<file path="config.mk">
export PLATFORM = sky130hd
export DESIGN_NAME = speaker_channel_birth_gate_top
export DESIGN_NICKNAME = d
export VERILOG_FILES = /design/src/hw/rtl/scb_pkg.sv /design/src/hw/rtl/scb_lane.sv /design/src/hw/rtl/scb_merge.sv /design/src/hw/rtl/speaker_channel_birth_gate_top.sv
export SDC_FILE = /design/constraint.sdc
export NUM_CORES = 1
export LEC_CHECK = 0
export ABC_AREA = 1
export CAP_MARGIN = 20
export CORE_MARGIN = 5
export CORE_UTILIZATION = 60
export CTS_CLUSTER_DIAMETER = 200
export DETAILED_ROUTE_END_ITERATION = 6
export DONT_BUFFER_PORTS = 1
export PLACE_DENSITY = 0.76
export SETUP_SLACK_MARGIN = 0.5
export SLEW_MARGIN = 20
export SYNTH_ARGS = -nofsm -noshare
export SYNTH_HDL_FRONTEND = slang
export SYNTH_SLANG_ARGS = --single-unit
</file>
<file path="constraint.sdc">
create_clock -name clk -period 18.7 [get_ports clk]
set_input_delay 0.935 -clock clk [delete_from_list [all_inputs] [get_ports clk]]
set_output_delay 0.935 -clock clk [all_outputs]
set_load 0.005 [all_outputs]
</file>
<file path="src/hw/rtl/scb_pkg.sv">
// Speaker channel birth gate: shared types, register indexes and reset values.
// Used by every module of the block; depends on nothing.
package scb_pkg;

  localparam int MAX_CH = 4;
  localparam int PROB_W = 16;
  localparam int CNT_W  = 8;

  localparam logic [CNT_W-1:0] CNT_MAX = '1;

  // Configuration register indexes
  typedef enum logic [2:0] {
    REG_BIRTH_SPEECH   = 3'd0,
    REG_CLEAN_BIRTH    = 3'd1,
    REG_QUIET_EST      = 3'd2,
    REG_FADING_BIRTH   = 3'd3,
    REG_FADING_EST     = 3'd4,
    REG_CLEAN_NEEDED   = 3'd5,
    REG_FADING_NEEDED  = 3'd6,
    REG_EPISODE_GAP    = 3'd7
  } reg_idx_t;

  // Reset values (Q1.15 levels, frame counts)
  localparam logic [PROB_W-1:0] RST_BIRTH_SPEECH  = 16'd9830;
  localparam logic [PROB_W-1:0] RST_CLEAN_BIRTH   = 16'd31130;
  localparam logic [PROB_W-1:0] RST_QUIET_EST     = 16'd655;
  localparam logic [PROB_W-1:0] RST_FADING_BIRTH  = 16'd29491;
  localparam logic [PROB_W-1:0] RST_FADING_EST    = 16'd4915;
  localparam logic [CNT_W-1:0]  RST_CLEAN_NEEDED  = 8'd4;
  localparam logic [CNT_W-1:0]  RST_FADING_NEEDED = 8'd20;
  localparam logic [CNT_W-1:0]  RST_EPISODE_GAP   = 8'd25;

  typedef struct packed {
    logic [PROB_W-1:0] birth_speech_level;
    logic [PROB_W-1:0] clean_birth_level;
    logic [PROB_W-1:0] quiet_established_level;
    logic [PROB_W-1:0] fading_birth_level;
    logic [PROB_W-1:0] fading_established_level;
    logic [CNT_W-1:0]  clean_frames_needed;
    logic [CNT_W-1:0]  fading_frames_needed;
    logic [CNT_W-1:0]  episode_gap_frames;
  } cfg_t;

  // Input beat
  typedef struct packed {
    logic [PROB_W-1:0] prob_0;
    logic [PROB_W-1:0] prob_1;
    logic [PROB_W-1:0] prob_2;
    logic [PROB_W-1:0] prob_3;
  } frame_t;

  // Output beat
  typedef struct packed {
    logic [PROB_W-1:0]  out_prob_0;
    logic [PROB_W-1:0]  out_prob_1;
    logic [PROB_W-1:0]  out_prob_2;
    logic [PROB_W-1:0]  out_prob_3;
    logic [MAX_CH-1:0]  established_mask;
    logic               newly_established;
  } result_t;

  // Frame-wide view given to each lane, with is_win set only in the winner's lane
  typedef struct packed {
    logic              accept;
    logic              is_win;
    logic [PROB_W-1:0] win_prob;
    logic [PROB_W-1:0] est_prob;
  } lane_in_t;

  // Per-lane status back to the top
  typedef struct packed {
    logic flag;
    logic flag_next;
    logic newly;
  } lane_stat_t;

endpackage

</file>
<file path="src/hw/rtl/scb_lane.sv">
// One speaker lane: run counters, age counter and established flag.
// Depends on scb_pkg.
module scb_lane (
  input  logic              clk,
  input  logic              rst,
  input  scb_pkg::cfg_t      cfg,
  input  scb_pkg::lane_in_t  lin,
  output scb_pkg::lane_stat_t stat
);

  logic                       flag;
  logic [scb_pkg::CNT_W-1:0]  clean_cnt;
  logic [scb_pkg::CNT_W-1:0]  fading_cnt;
  logic [scb_pkg::CNT_W-1:0]  age;

  logic                       count_en;
  logic                       restart;
  logic [scb_pkg::CNT_W-1:0]  clean_base;
  logic [scb_pkg::CNT_W-1:0]  fading_base;
  logic [scb_pkg::CNT_W-1:0]  clean_next;
  logic [scb_pkg::CNT_W-1:0]  fading_next;
  logic [scb_pkg::CNT_W-1:0]  age_next;
  logic                       reach;

  // Counting decision for this beat
  always_comb begin
    count_en   = lin.accept && lin.is_win && !flag &&
                 (lin.win_prob >= cfg.birth_speech_level);
    restart    = age > cfg.episode_gap_frames;
    clean_base  = restart ? '0 : clean_cnt;
    fading_base = restart ? '0 : fading_cnt;

    clean_next = clean_base;
    if (lin.win_prob >= cfg.clean_birth_level &&
        lin.est_prob <= cfg.quiet_established_level &&
        clean_base != scb_pkg::CNT_MAX) begin
      clean_next = clean_base + 8'd1;
    end
    fading_next = fading_base;
    if (lin.win_prob >= cfg.fading_birth_level &&
        lin.est_prob <= cfg.fading_established_level &&
        fading_base != scb_pkg::CNT_MAX) begin
      fading_next = fading_base + 8'd1;
    end

    reach = (clean_next >= cfg.clean_frames_needed) ||
            (fading_next >= cfg.fading_frames_needed);

    // a counted win sets the age to 1, else each accepted frame ages it by one up to CNT_MAX
    if (count_en) begin
      age_next = 8'd1;
    end else if (age == scb_pkg::CNT_MAX) begin
      age_next = age;
    end else begin
      age_next = age + 8'd1;
    end
  end

  always_ff @(posedge clk) begin
    if (rst) begin
      flag       <= 1'b0;
      clean_cnt  <= '0;
      fading_cnt <= '0;
      age        <= scb_pkg::CNT_MAX;
    end else if (lin.accept) begin
      age <= age_next;
      if (count_en) begin
        clean_cnt  <= clean_next;
        fading_cnt <= fading_next;
        if (reach) begin
          flag <= 1'b1;
        end
      end
    end
  end

  assign stat.flag      = flag;
  assign stat.newly     = count_en && reach;
  assign stat.flag_next = flag || (count_en && reach);

endmodule

</file>
<file path="src/hw/rtl/scb_merge.sv">
// Merge stage: folds non-established channels into the loudest established one,
// if any, and holds the result register. Depends on scb_pkg.
module scb_merge (
  input  logic                                clk,
  input  logic                                rst,
  input  logic                                load,
  input  logic                                drain,
  input  logic [scb_pkg::PROB_W-1:0]          prob [scb_pkg::MAX_CH],
  input  logic [scb_pkg::MAX_CH-1:0]          flags,
  input  logic                                newly,
  output logic                                result_valid,
  output scb_pkg::result_t                    result
);

  logic [scb_pkg::PROB_W-1:0] folded [scb_pkg::MAX_CH];
  logic [1:0]                 target;
  logic                       have_target;
  logic [scb_pkg::PROB_W-1:0] loose_max;
  logic [scb_pkg::PROB_W-1:0] merged;

  // Pick the loudest established channel, lower index on ties
  always_comb begin
    target      = '0;
    have_target = 1'b0;
    loose_max   = '0;
    for (int s = 0; s < scb_pkg::MAX_CH; s++) begin
      if (flags[s] && (!have_target || prob[s] > prob[target])) begin
        target      = 2'(s);
        have_target = 1'b1;
      end
      if (!flags[s] && prob[s] > loose_max) begin
        loose_max = prob[s];
      end
    end
    merged = (loose_max > prob[target]) ? loose_max : prob[target];

    for (int s = 0; s < scb_pkg::MAX_CH; s++) begin
      if (!have_target) begin
        folded[s] = prob[s];
      end else if (!flags[s]) begin
        folded[s] = '0;
      end else if (target == 2'(s)) begin
        folded[s] = merged;
      end else begin
        folded[s] = prob[s];
      end
    end
  end

  // Result register
  always_ff @(posedge clk) begin
    if (rst) begin
      result_valid <= 1'b0;
    end else if (load) begin
      result_valid <= 1'b1;
    end else if (drain) begin
      result_valid <= 1'b0;
    end
    if (load) begin
      result.out_prob_0        <= folded[0];
      result.out_prob_1        <= folded[1];
      result.out_prob_2        <= folded[2];
      result.out_prob_3        <= folded[3];
      result.established_mask  <= flags;
      result.newly_established <= newly;
    end
  end

endmodule

</file>
<file path="src/hw/rtl/speaker_channel_birth_gate_top.sv">
// Speaker channel birth gate, top level: config registers, winner pick, lanes,
// frame stage and merge. Depends on scb_pkg, scb_lane, scb_merge.
//
// Takes one frame of Q1.15 speaker probabilities per cycle while frame_stall is
// low and returns one relabeled frame per input. A frame's state update (arg-max
// winner, threshold compares, run counters, establish decision) completes in the
// cycle it is accepted, so a new frame can enter every cycle unless stalled.
// Results pass the frame stage, then the result register. frame_stall rises
// only when both stages hold beats and result_stall is high. Configuration
// writes take effect at the next edge and are meant for idle periods only.
module speaker_channel_birth_gate_top #(
  parameter int NUM_SPEAKERS = 4
) (
  input  logic                       clk,
  input  logic                       rst,
  input  logic                       frame_valid,
  output logic                       frame_stall,
  input  scb_pkg::frame_t            frame,
  output logic                       result_valid,
  input  logic                       result_stall,
  output scb_pkg::result_t           result,
  input  logic                       cfg_we,
  input  logic [2:0]                 cfg_index,
  input  logic [scb_pkg::PROB_W-1:0] cfg_data
);

  scb_pkg::cfg_t               cfg;
  logic [scb_pkg::PROB_W-1:0]  prob [scb_pkg::MAX_CH];
  logic                        accept;
  logic [1:0]                  win;
  logic [scb_pkg::PROB_W-1:0]  win_prob;
  logic [scb_pkg::PROB_W-1:0]  est_prob;
  scb_pkg::lane_stat_t         stat [scb_pkg::MAX_CH];
  logic [scb_pkg::MAX_CH-1:0]  flags_next;
  logic                        any_newly;

  logic                        s1_valid;
  logic [scb_pkg::PROB_W-1:0]  s1_prob [scb_pkg::MAX_CH];
  logic [scb_pkg::MAX_CH-1:0]  s1_flags;
  logic                        s1_newly;
  logic                        out_ready;
  logic                        s1_move;

  // Configuration registers
  always_ff @(posedge clk) begin
    if (rst) begin
      cfg.birth_speech_level       <= scb_pkg::RST_BIRTH_SPEECH;
      cfg.clean_birth_level        <= scb_pkg::RST_CLEAN_BIRTH;
      cfg.quiet_established_level  <= scb_pkg::RST_QUIET_EST;
      cfg.fading_birth_level       <= scb_pkg::RST_FADING_BIRTH;
      cfg.fading_established_level <= scb_pkg::RST_FADING_EST;
      cfg.clean_frames_needed      <= scb_pkg::RST_CLEAN_NEEDED;
      cfg.fading_frames_needed     <= scb_pkg::RST_FADING_NEEDED;
      cfg.episode_gap_frames       <= scb_pkg::RST_EPISODE_GAP;
    end else if (cfg_we) begin
      case (cfg_index)
        scb_pkg::REG_BIRTH_SPEECH:  cfg.birth_speech_level       <= cfg_data;
        scb_pkg::REG_CLEAN_BIRTH:   cfg.clean_birth_level        <= cfg_data;
        scb_pkg::REG_QUIET_EST:     cfg.quiet_established_level  <= cfg_data;
        scb_pkg::REG_FADING_BIRTH:  cfg.fading_birth_level       <= cfg_data;
        scb_pkg::REG_FADING_EST:    cfg.fading_established_level <= cfg_data;
        scb_pkg::REG_CLEAN_NEEDED:  cfg.clean_frames_needed      <= cfg_data[7:0];
        scb_pkg::REG_FADING_NEEDED: cfg.fading_frames_needed     <= cfg_data[7:0];
        scb_pkg::REG_EPISODE_GAP:   cfg.episode_gap_frames       <= cfg_data[7:0];
        default: ;
      endcase
    end
  end

  // Handshake: stall only when the frame stage is full and cannot move on
  assign out_ready   = !result_valid || !result_stall;
  assign s1_move     = s1_valid && out_ready;
  assign frame_stall = s1_valid && !out_ready;
  assign accept      = frame_valid && !frame_stall;

  // Inactive speakers read as silent
  always_comb begin
    prob[0] = frame.prob_0;
    prob[1] = (NUM_SPEAKERS > 1) ? frame.prob_1 : '0;
    prob[2] = (NUM_SPEAKERS > 2) ? frame.prob_2 : '0;
    prob[3] = (NUM_SPEAKERS > 3) ? frame.prob_3 : '0;
  end

  // Winner (ties to lower index) and loudest currently established channel
  always_comb begin
    win      = '0;
    win_prob = prob[0];
    est_prob = '0;
    for (int s = 1; s < scb_pkg::MAX_CH; s++) begin
      if (prob[s] > win_prob) begin
        win      = 2'(s);
        win_prob = prob[s];
      end
    end
    for (int s = 0; s < scb_pkg::MAX_CH; s++) begin
      if (stat[s].flag && prob[s] > est_prob) begin
        est_prob = prob[s];
      end
    end
  end

  // Lanes
  for (genvar s = 0; s < scb_pkg::MAX_CH; s++) begin : g_lane
    if (s < NUM_SPEAKERS) begin : g_on
      scb_pkg::lane_in_t lin;
      assign lin.accept   = accept;
      assign lin.is_win   = (win == 2'(s));
      assign lin.win_prob = win_prob;
      assign lin.est_prob = est_prob;
      scb_lane u_lane (
        .clk  (clk),
        .rst  (rst),
        .cfg  (cfg),
        .lin  (lin),
        .stat (stat[s])
      );
    end else begin : g_off
      assign stat[s] = '0;
    end
    assign flags_next[s] = stat[s].flag_next;
  end

  always_comb begin
    any_newly = 1'b0;
    for (int s = 0; s < scb_pkg::MAX_CH; s++) begin
      any_newly = any_newly | stat[s].newly;
    end
  end

  // Frame stage: holds the frame with its updated flags
  always_ff @(posedge clk) begin
    if (rst) begin
      s1_valid <= 1'b0;
    end else if (accept) begin
      s1_valid <= 1'b1;
    end else if (s1_move) begin
      s1_valid <= 1'b0;
    end
    if (accept) begin
      s1_prob  <= prob;
      s1_flags <= flags_next;
      s1_newly <= any_newly;
    end
  end

  scb_merge u_merge (
    .clk          (clk),
    .rst          (rst),
    .load         (s1_move),
    .drain        (!result_stall),
    .prob         (s1_prob),
    .flags        (s1_flags),
    .newly        (s1_newly),
    .result_valid (result_valid),
    .result       (result)
  );

endmodule

</file>
==> out/results.ini, run 1 <==
[run_status]
outcome=finished, violations left
violations=design-rule violations

[layout]
mostFrequentLayoutCells=nand2_1, inv_1, ha_1
multi_input_comb_area_um2=17600
drive_gt1_share_pct=4.78
fillers=4295
final_common_cell=nand2_1
area_growth_pct=6.13
layout.nets=4492
n_antenna_cell=0
ff_latch_area_um2=8270

[critical_path]
path_delay_family=simple AND/OR/NAND/NOR gates
crit_type=in2reg
cpPeakStageDelay_ns=0.71
crit_required_ns=19.03
arrival_ns=11.65
cpMostUsedCell=nand2_1
cp-end-kind=flop
cp_max_fo=31
cp.buffers_inverters=6
cp_slowest_cell=nor2_1
cp-start-kind=input pin

[clocking]
cts_hold_buf=0
clock-sinks=344
cts_buffers=40
cts_tree=yes
clk_pin_slew_worst_paths_ns=0.06
clockRootBuffer=clkbuf_16
cts_max_path_buffers=3
clk_latency_ns=0.59
post_cts_resized=0
post_cts_buffers=0
htree_levels=2

[global_routing]
grt_pass1_wl_um=139000
overflow=0
grt_max_degree=103
antenna_found_initial=1
grt_pass1_vias=24800
globalRouteTotalUtil_pct=34.2

[detailed_routing]
drc_errors=2
wl_met1_um=35000
wl_per_cell_um=19.6
final_antenna_net_count=0
topRoutingLayerUsed=met5
first_iter_violations=2631
vias=27300
wl_um=91100
met3_length_um=6780
drt-pass1-iter-count=7
route.met2.wl_um=41100
vias_per_cell=5.88

[synth]
synth_warnings=0
synthCells=4076
synth_top_flop_cell=dfxtp_1
syn-num-nets=4560
yosysTopAreaCellShare_pct=17.5
synth_seq_area_share_pct=29.2
synth_edf_count=138
async_reset_ff_share_pct=0
yosysTopAreaCell=ha_1
yosysUniqueCellTypes=53
ys_ff_latch=344
avgSynthCellArea_um2=6.96
ys_top_cells_by_area=ha_1, nand2_1, edfxtp_1
synthesis.area_um2=28400

[power]
power_frac_seq_pct=20.6
peakVddDrop_v=0.000118
p_comb_share_pct=62.8
p_switching_mw=2.60
swShare_pct=51.8
finalPower_mw=5.02
power_density_nw_per_um2=167
internal-power_mw=2.42
p_leak_nw=14.9
pwr-share-clk_pct=16.6

[floorplanning]
fp-row-count=79
start_util_pct=60.8
die_height_um=227
dieArea_um2=51700
num_io_pins=159
coreArea_um2=46700
die_x_um=227

[placed_design]
pre_cts_ws_ns=7.03
dp.final_hpwl_um=69600
port_buffers=0
gp_congestion=1.02

[sta]
max_freq_mhz=88.3
fin_tns_setup_ns=0
finalSetupViolCount=0
drv_slew=0
skew_ns=0.0186
finalCriticalPeriod_ns=11.33
tightest_slew_ns=1.15
rsz0062_at_grt=no
final.period_utilization_pct=60.6
hold_viol=0
fin_ws_ns=7.37
max-slew-margin-rel_pct=23.3

[hold_path]
holdCritPathClass=in2reg

[flow_run]
cap_violations=0

==> worst register-to-register path: cells and delay by family, from the launching register on <==
kind	cells	cell delay, ns
simple gates	29	5.56
compound gates	15	2.35
fa+ha+maj	5	1.17
buf+inv	6	1.09
flops	1	0.34
==> final timing paths <==
path | startpoint | depth (start not counted) | endpoint | slack [ns]
worst min-delay path | rst | 1 | s1_valid$_SDFFE_PP0P_ | 0.42
worst min register to register | cfg[78]$_SDFFE_PP0P_ | 2 | cfg[78]$_SDFFE_PP0P_ | 0.46
worst max register to register | g_lane[0].g_on.u_lane.flag$_SDFFE_PP0P_ | 55 | s1_newly$_DFFE_PP_ | 7.91
worst max-delay path | frame[49] | 57 | s1_newly$_DFFE_PP_ | 7.37
==> cell usage after synthesis, drive strengths merged, types with 44 or more instances <==
cell type / instances
a21oi: 330
buf: 55
clkbuf: 73
dfxtp: 206
edfxtp: 138
ha: 396
inv: 519
nand2: 1136
nand3: 393
nand4: 64
nor2: 248
o211ai: 44
o21ai: 284
==> state kept, by name, summed over array words and instances (netlist names) <==
register                       cells
s1_newly                           1
g_lane.g_on.u_lane.age            32
s1_valid                           1
s1_prob                           64
g_lane.g_on.u_lane.flag            4
s1_flags                           4
u_merge.result                    69
u_merge.result_valid               1
g_lane.g_on.u_lane.fading_cnt     32
g_lane.g_on.u_lane.clean_cnt      32
cfg                              104
==> area by class of cell <==
| cell class | count | share of cell area [%] |
|---|---|---|
| well taps | 607 | 2.52 |
| clock inverters | 19 | 0.699 |
| inverters | 520 | 6.50 |
| flip-flops and latches | 344 | 27.5 |
| multi-input cells | 3084 | 58.4 |
| repair buffers | 18 | 0.449 |
| clock buffers | 54 | 3.95 |
==> power groups by stage <==
stage	clock network [mW]	logic (mW)	registers, mW
3_3_place_gp	0	3.02	1.04
2_1_floorplan	0	2.28	1.01
5_1_grt	0.872	3.53	1.04
6_report	0.834	3.15	1.03
3_5_place_dp	0	3.06	1.05
4_1_cts	0.845	3.08	1.03
==> per-stage QoR <==
stage / instances / util, % / instance area (um^2) / hold slack (ns)
floorplan: 4076 / - / 28400 / 0.400
CTS: 4646 / 64.5 / 30100 / 0.392
finish: 4646 / 64.5 / 30100 / 0.425
global route: 4646 / 64.5 / 30100 / 0.407
detailed placement: 4573 / 61.5 / 28700 / 0.455
global placement: 4573 / 61.5 / 28700 / 0.449
==> layer usage <==
layer / track usage [%] / vias to the layer above
met3: 4.50 / 368
met2: 55.9 / 1226
met1: 41.6 / 12300
met4: 24.8 / 2
li1: - / 13500
met5: 0 / -
==> cells by family (layout without fill, tap and decap cells) <==
logic type	Yosys count	count (layout)	share of synthesized area, %
AO/OA/AOI/OAI	703	703	13.4
XOR/XNOR	49	49	1.54
adder cells (fa/ha/maj)	396	396	17.5
buffers and inverters	648	611	8.94
flip-flops	344	344	29.2
AND/OR/NAND/NOR	1936	1936	29.5
Note: power is estimated with default switching activity, not from simulation.
==> run 2, diff against run 1 <==
PLACE_DENSITY = 0.79   (was 0.76)
clock period = 9.75 ns   (was 18.7 ns; I/O delays follow)
==> run 2 against run 1 <==
The flow now finishes without violations; non-clock buffer count is 102 higher; clock-buffer cell count did not move; final cell count up 2.3%; highest routed layer is now met4.
==> out/results.ini, run 2 (synthesis results as in run 1) <==
[global_routing]
globalRouteTotalUtil_pct=34.9  ; was 34.2%
grt_pass1_vias=25600  ; was 24800
grt_max_degree=89  ; was 103
grt_pass1_wl_um=142000  ; was 139000 um
overflow=0  ; unchanged
antenna_found_initial=4  ; was 1

[layout]
mostFrequentLayoutCells=nand2_1, inv_1, ha_1  ; unchanged
multi_input_comb_area_um2=17600  ; about the same
final_common_cell=nand2_1  ; unchanged
reg.largest.list=cfg (104), u_merge.result (69), s1_prob (64)  ; unchanged
drive_gt1_share_pct=5.94  ; was 4.78%
fin_util_pct=66.4  ; was 64.5%
largest_reg_flops=104  ; unchanged
final_area_um2=31000  ; was 30100 um^2
ff_latch_area_um2=8270  ; about the same
fillers=4120  ; was 4295
layout.nets=4595  ; was 4492
largest_register=cfg  ; unchanged
area_growth_pct=9.34  ; was 6.13%

[detailed_routing]
first_iter_violations=2830  ; was 2631
vias_per_cell=5.86  ; was 5.88
drc_errors=0  ; was 2
drt-pass1-iter-count=7  ; unchanged
wl_um=92900  ; was 91100 um
final_antenna_net_count=0  ; unchanged
wl_per_cell_um=19.6  ; about the same
vias=27900  ; was 27300

[sta]
fin_tns_setup_ns=0  ; unchanged
skew_ns=0.0196  ; was 0.0186 ns
max-slew-margin-rel_pct=36.5  ; was 23.3%
rsz0062_at_grt=yes  ; was no
tightest_slew_ns=0.953  ; was 1.15 ns
max_freq_mhz=116
final.period_utilization_pct=88.3
hold_viol=0  ; unchanged
fin_hold_ws_ns=0.0216  ; was 0.425 ns
finalSetupViolCount=0  ; unchanged
finalCriticalPeriod_ns=8.61
drv_slew=0  ; unchanged

[power]
p_leak_nw=15.3  ; was 14.9 nW
power_density_nw_per_um2=314  ; was 167 nW/um^2
peakVddDrop_v=0.000232  ; was 0.000118 V
finalPower_mw=9.75  ; was 5.02 mW

[placed_design]
post_dp_cell_area_um2=29000  ; was 28700 um^2
port_buffers=0  ; unchanged
gp_congestion=1.03  ; was 1.02
dp.final_hpwl_um=70000  ; was 69600 um

[floorplanning]
die_height_um=227  ; unchanged
start_util_pct=60.8  ; unchanged
dieArea_um2=51700  ; unchanged
num_io_pins=159  ; unchanged
coreArea_um2=46700  ; unchanged
die_x_um=227  ; unchanged
fp-row-count=79  ; unchanged

[critical_path]
cp_slowest_cell=o21ai_0  ; was nor2_1
reg2reg_slack_ns=1.15  ; was 7.91 ns
path_delay_family=compound AO/OA/AOI/OAI gates  ; was simple AND/OR/NAND/NOR gates
crit_required_ns=10.07  ; was 19.03 ns
r2r-end=u_merge.result[57]$_DFFE_PP_  ; was s1_newly$_DFFE_PP_
arrival_ns=8.93  ; was 11.65 ns
cpMostUsedCell=nand2_1  ; unchanged
ff2ff_path_depth=45  ; was 55
cpPeakStageDelay_ns=0.83  ; was 0.71 ns
crit_type=in2reg  ; unchanged
crit_cells=47  ; was 57
cp-start-kind=input pin  ; unchanged
cp-end-kind=flop  ; unchanged
cp_max_fo=35  ; was 31
cp.buffers_inverters=8  ; was 6
r2r_start=s1_flags[0]$_DFFE_PP_  ; was g_lane[0].g_on.u_lane.flag$_SDFFE_PP0P_

[clocking]
clk_latency_ns=0.58  ; was 0.59 ns
cts_tree=yes  ; unchanged
clk_pin_slew_worst_paths_ns=0.06  ; about the same
cts_max_path_buffers=3  ; unchanged
cts_buffers=40  ; unchanged
htree_levels=2  ; unchanged
clockRootBuffer=clkbuf_16  ; unchanged
clock-sinks=344  ; unchanged

[run_status]
outcome=complete, no violations  ; was finished, violations left

[flow_run]
cap_violations=0  ; unchanged

[hold_path]
min_to=g_lane[3].g_on.u_lane.age[1]$_SDFFE_PP1P_  ; was s1_valid$_SDFFE_PP0P_
hold_depth=2  ; was 1
holdCritPathClass=in2reg  ; unchanged
hold_start=rst  ; unchanged

==> run 2: cell type report <==
type	instances	share of cell area, %
Multi-Input combinational cell	3085	56.8
Sequential cell	344	26.7
Inverter	520	6.33
Clock buffer	54	3.73
Timing Repair Buffer	120	3.45
Tap cell	607	2.45
Clock inverter	20	0.529
Antenna cell	3	0.0242
==> run 2: how the worst max path moves through the flow <==
| stage | start | slack [ns] | to |
|---|---|---|---|
| CTS | frame[56] | 0.62 | s1_newly$_DFFE_PP_ |
| floorplan | frame[52] | 1.64 | s1_newly$_DFFE_PP_ |
| finish | frame[57] | 1.14 | s1_newly$_DFFE_PP_ |
| detailed placement | frame[56] | 0.03 | s1_newly$_DFFE_PP_ |
| global placement | frame[52] | 0.27 | s1_newly$_DFFE_PP_ |
| global route | frame[56] | 0.45 | s1_newly$_DFFE_PP_ |
==> run 2: per-stage QoR <==
step / std cells / setup slack, ns
after floorplan: 4076 / 1.64
after global placement: 4611 / 0.271
after detailed placement: 4611 / 0.0316
after CTS: 4740 / 0.618
after global routing: 4751 / 0.448
final: 4753 / 1.14
==> run 2: timing repair <==
action	CTS	global route
gates resized for setup	0	14
endpoints found under the hold margin	60	5
setup endpoints to repair	0	61
hold buffers	55	5
setup buffers	0	4
==> run 2: routing by layer <==
layer,vias up,track usage [%],wire (um)
li1,13700,-,-
met1,12500,42.5,35400
met2,1266,56.4,42000
met3,355,6.89,8150
met4,0,23.2,7360
met5,-,0,0
==> run 2: report_power, final <==
group	internal, mW	total [mW]	leakage, nW	switching (mW)
clock network	0.867	1.52	0.648	0.649
logic	2.08	6.24	11.6	4.17
registers	1.79	1.99	3.02	0.197
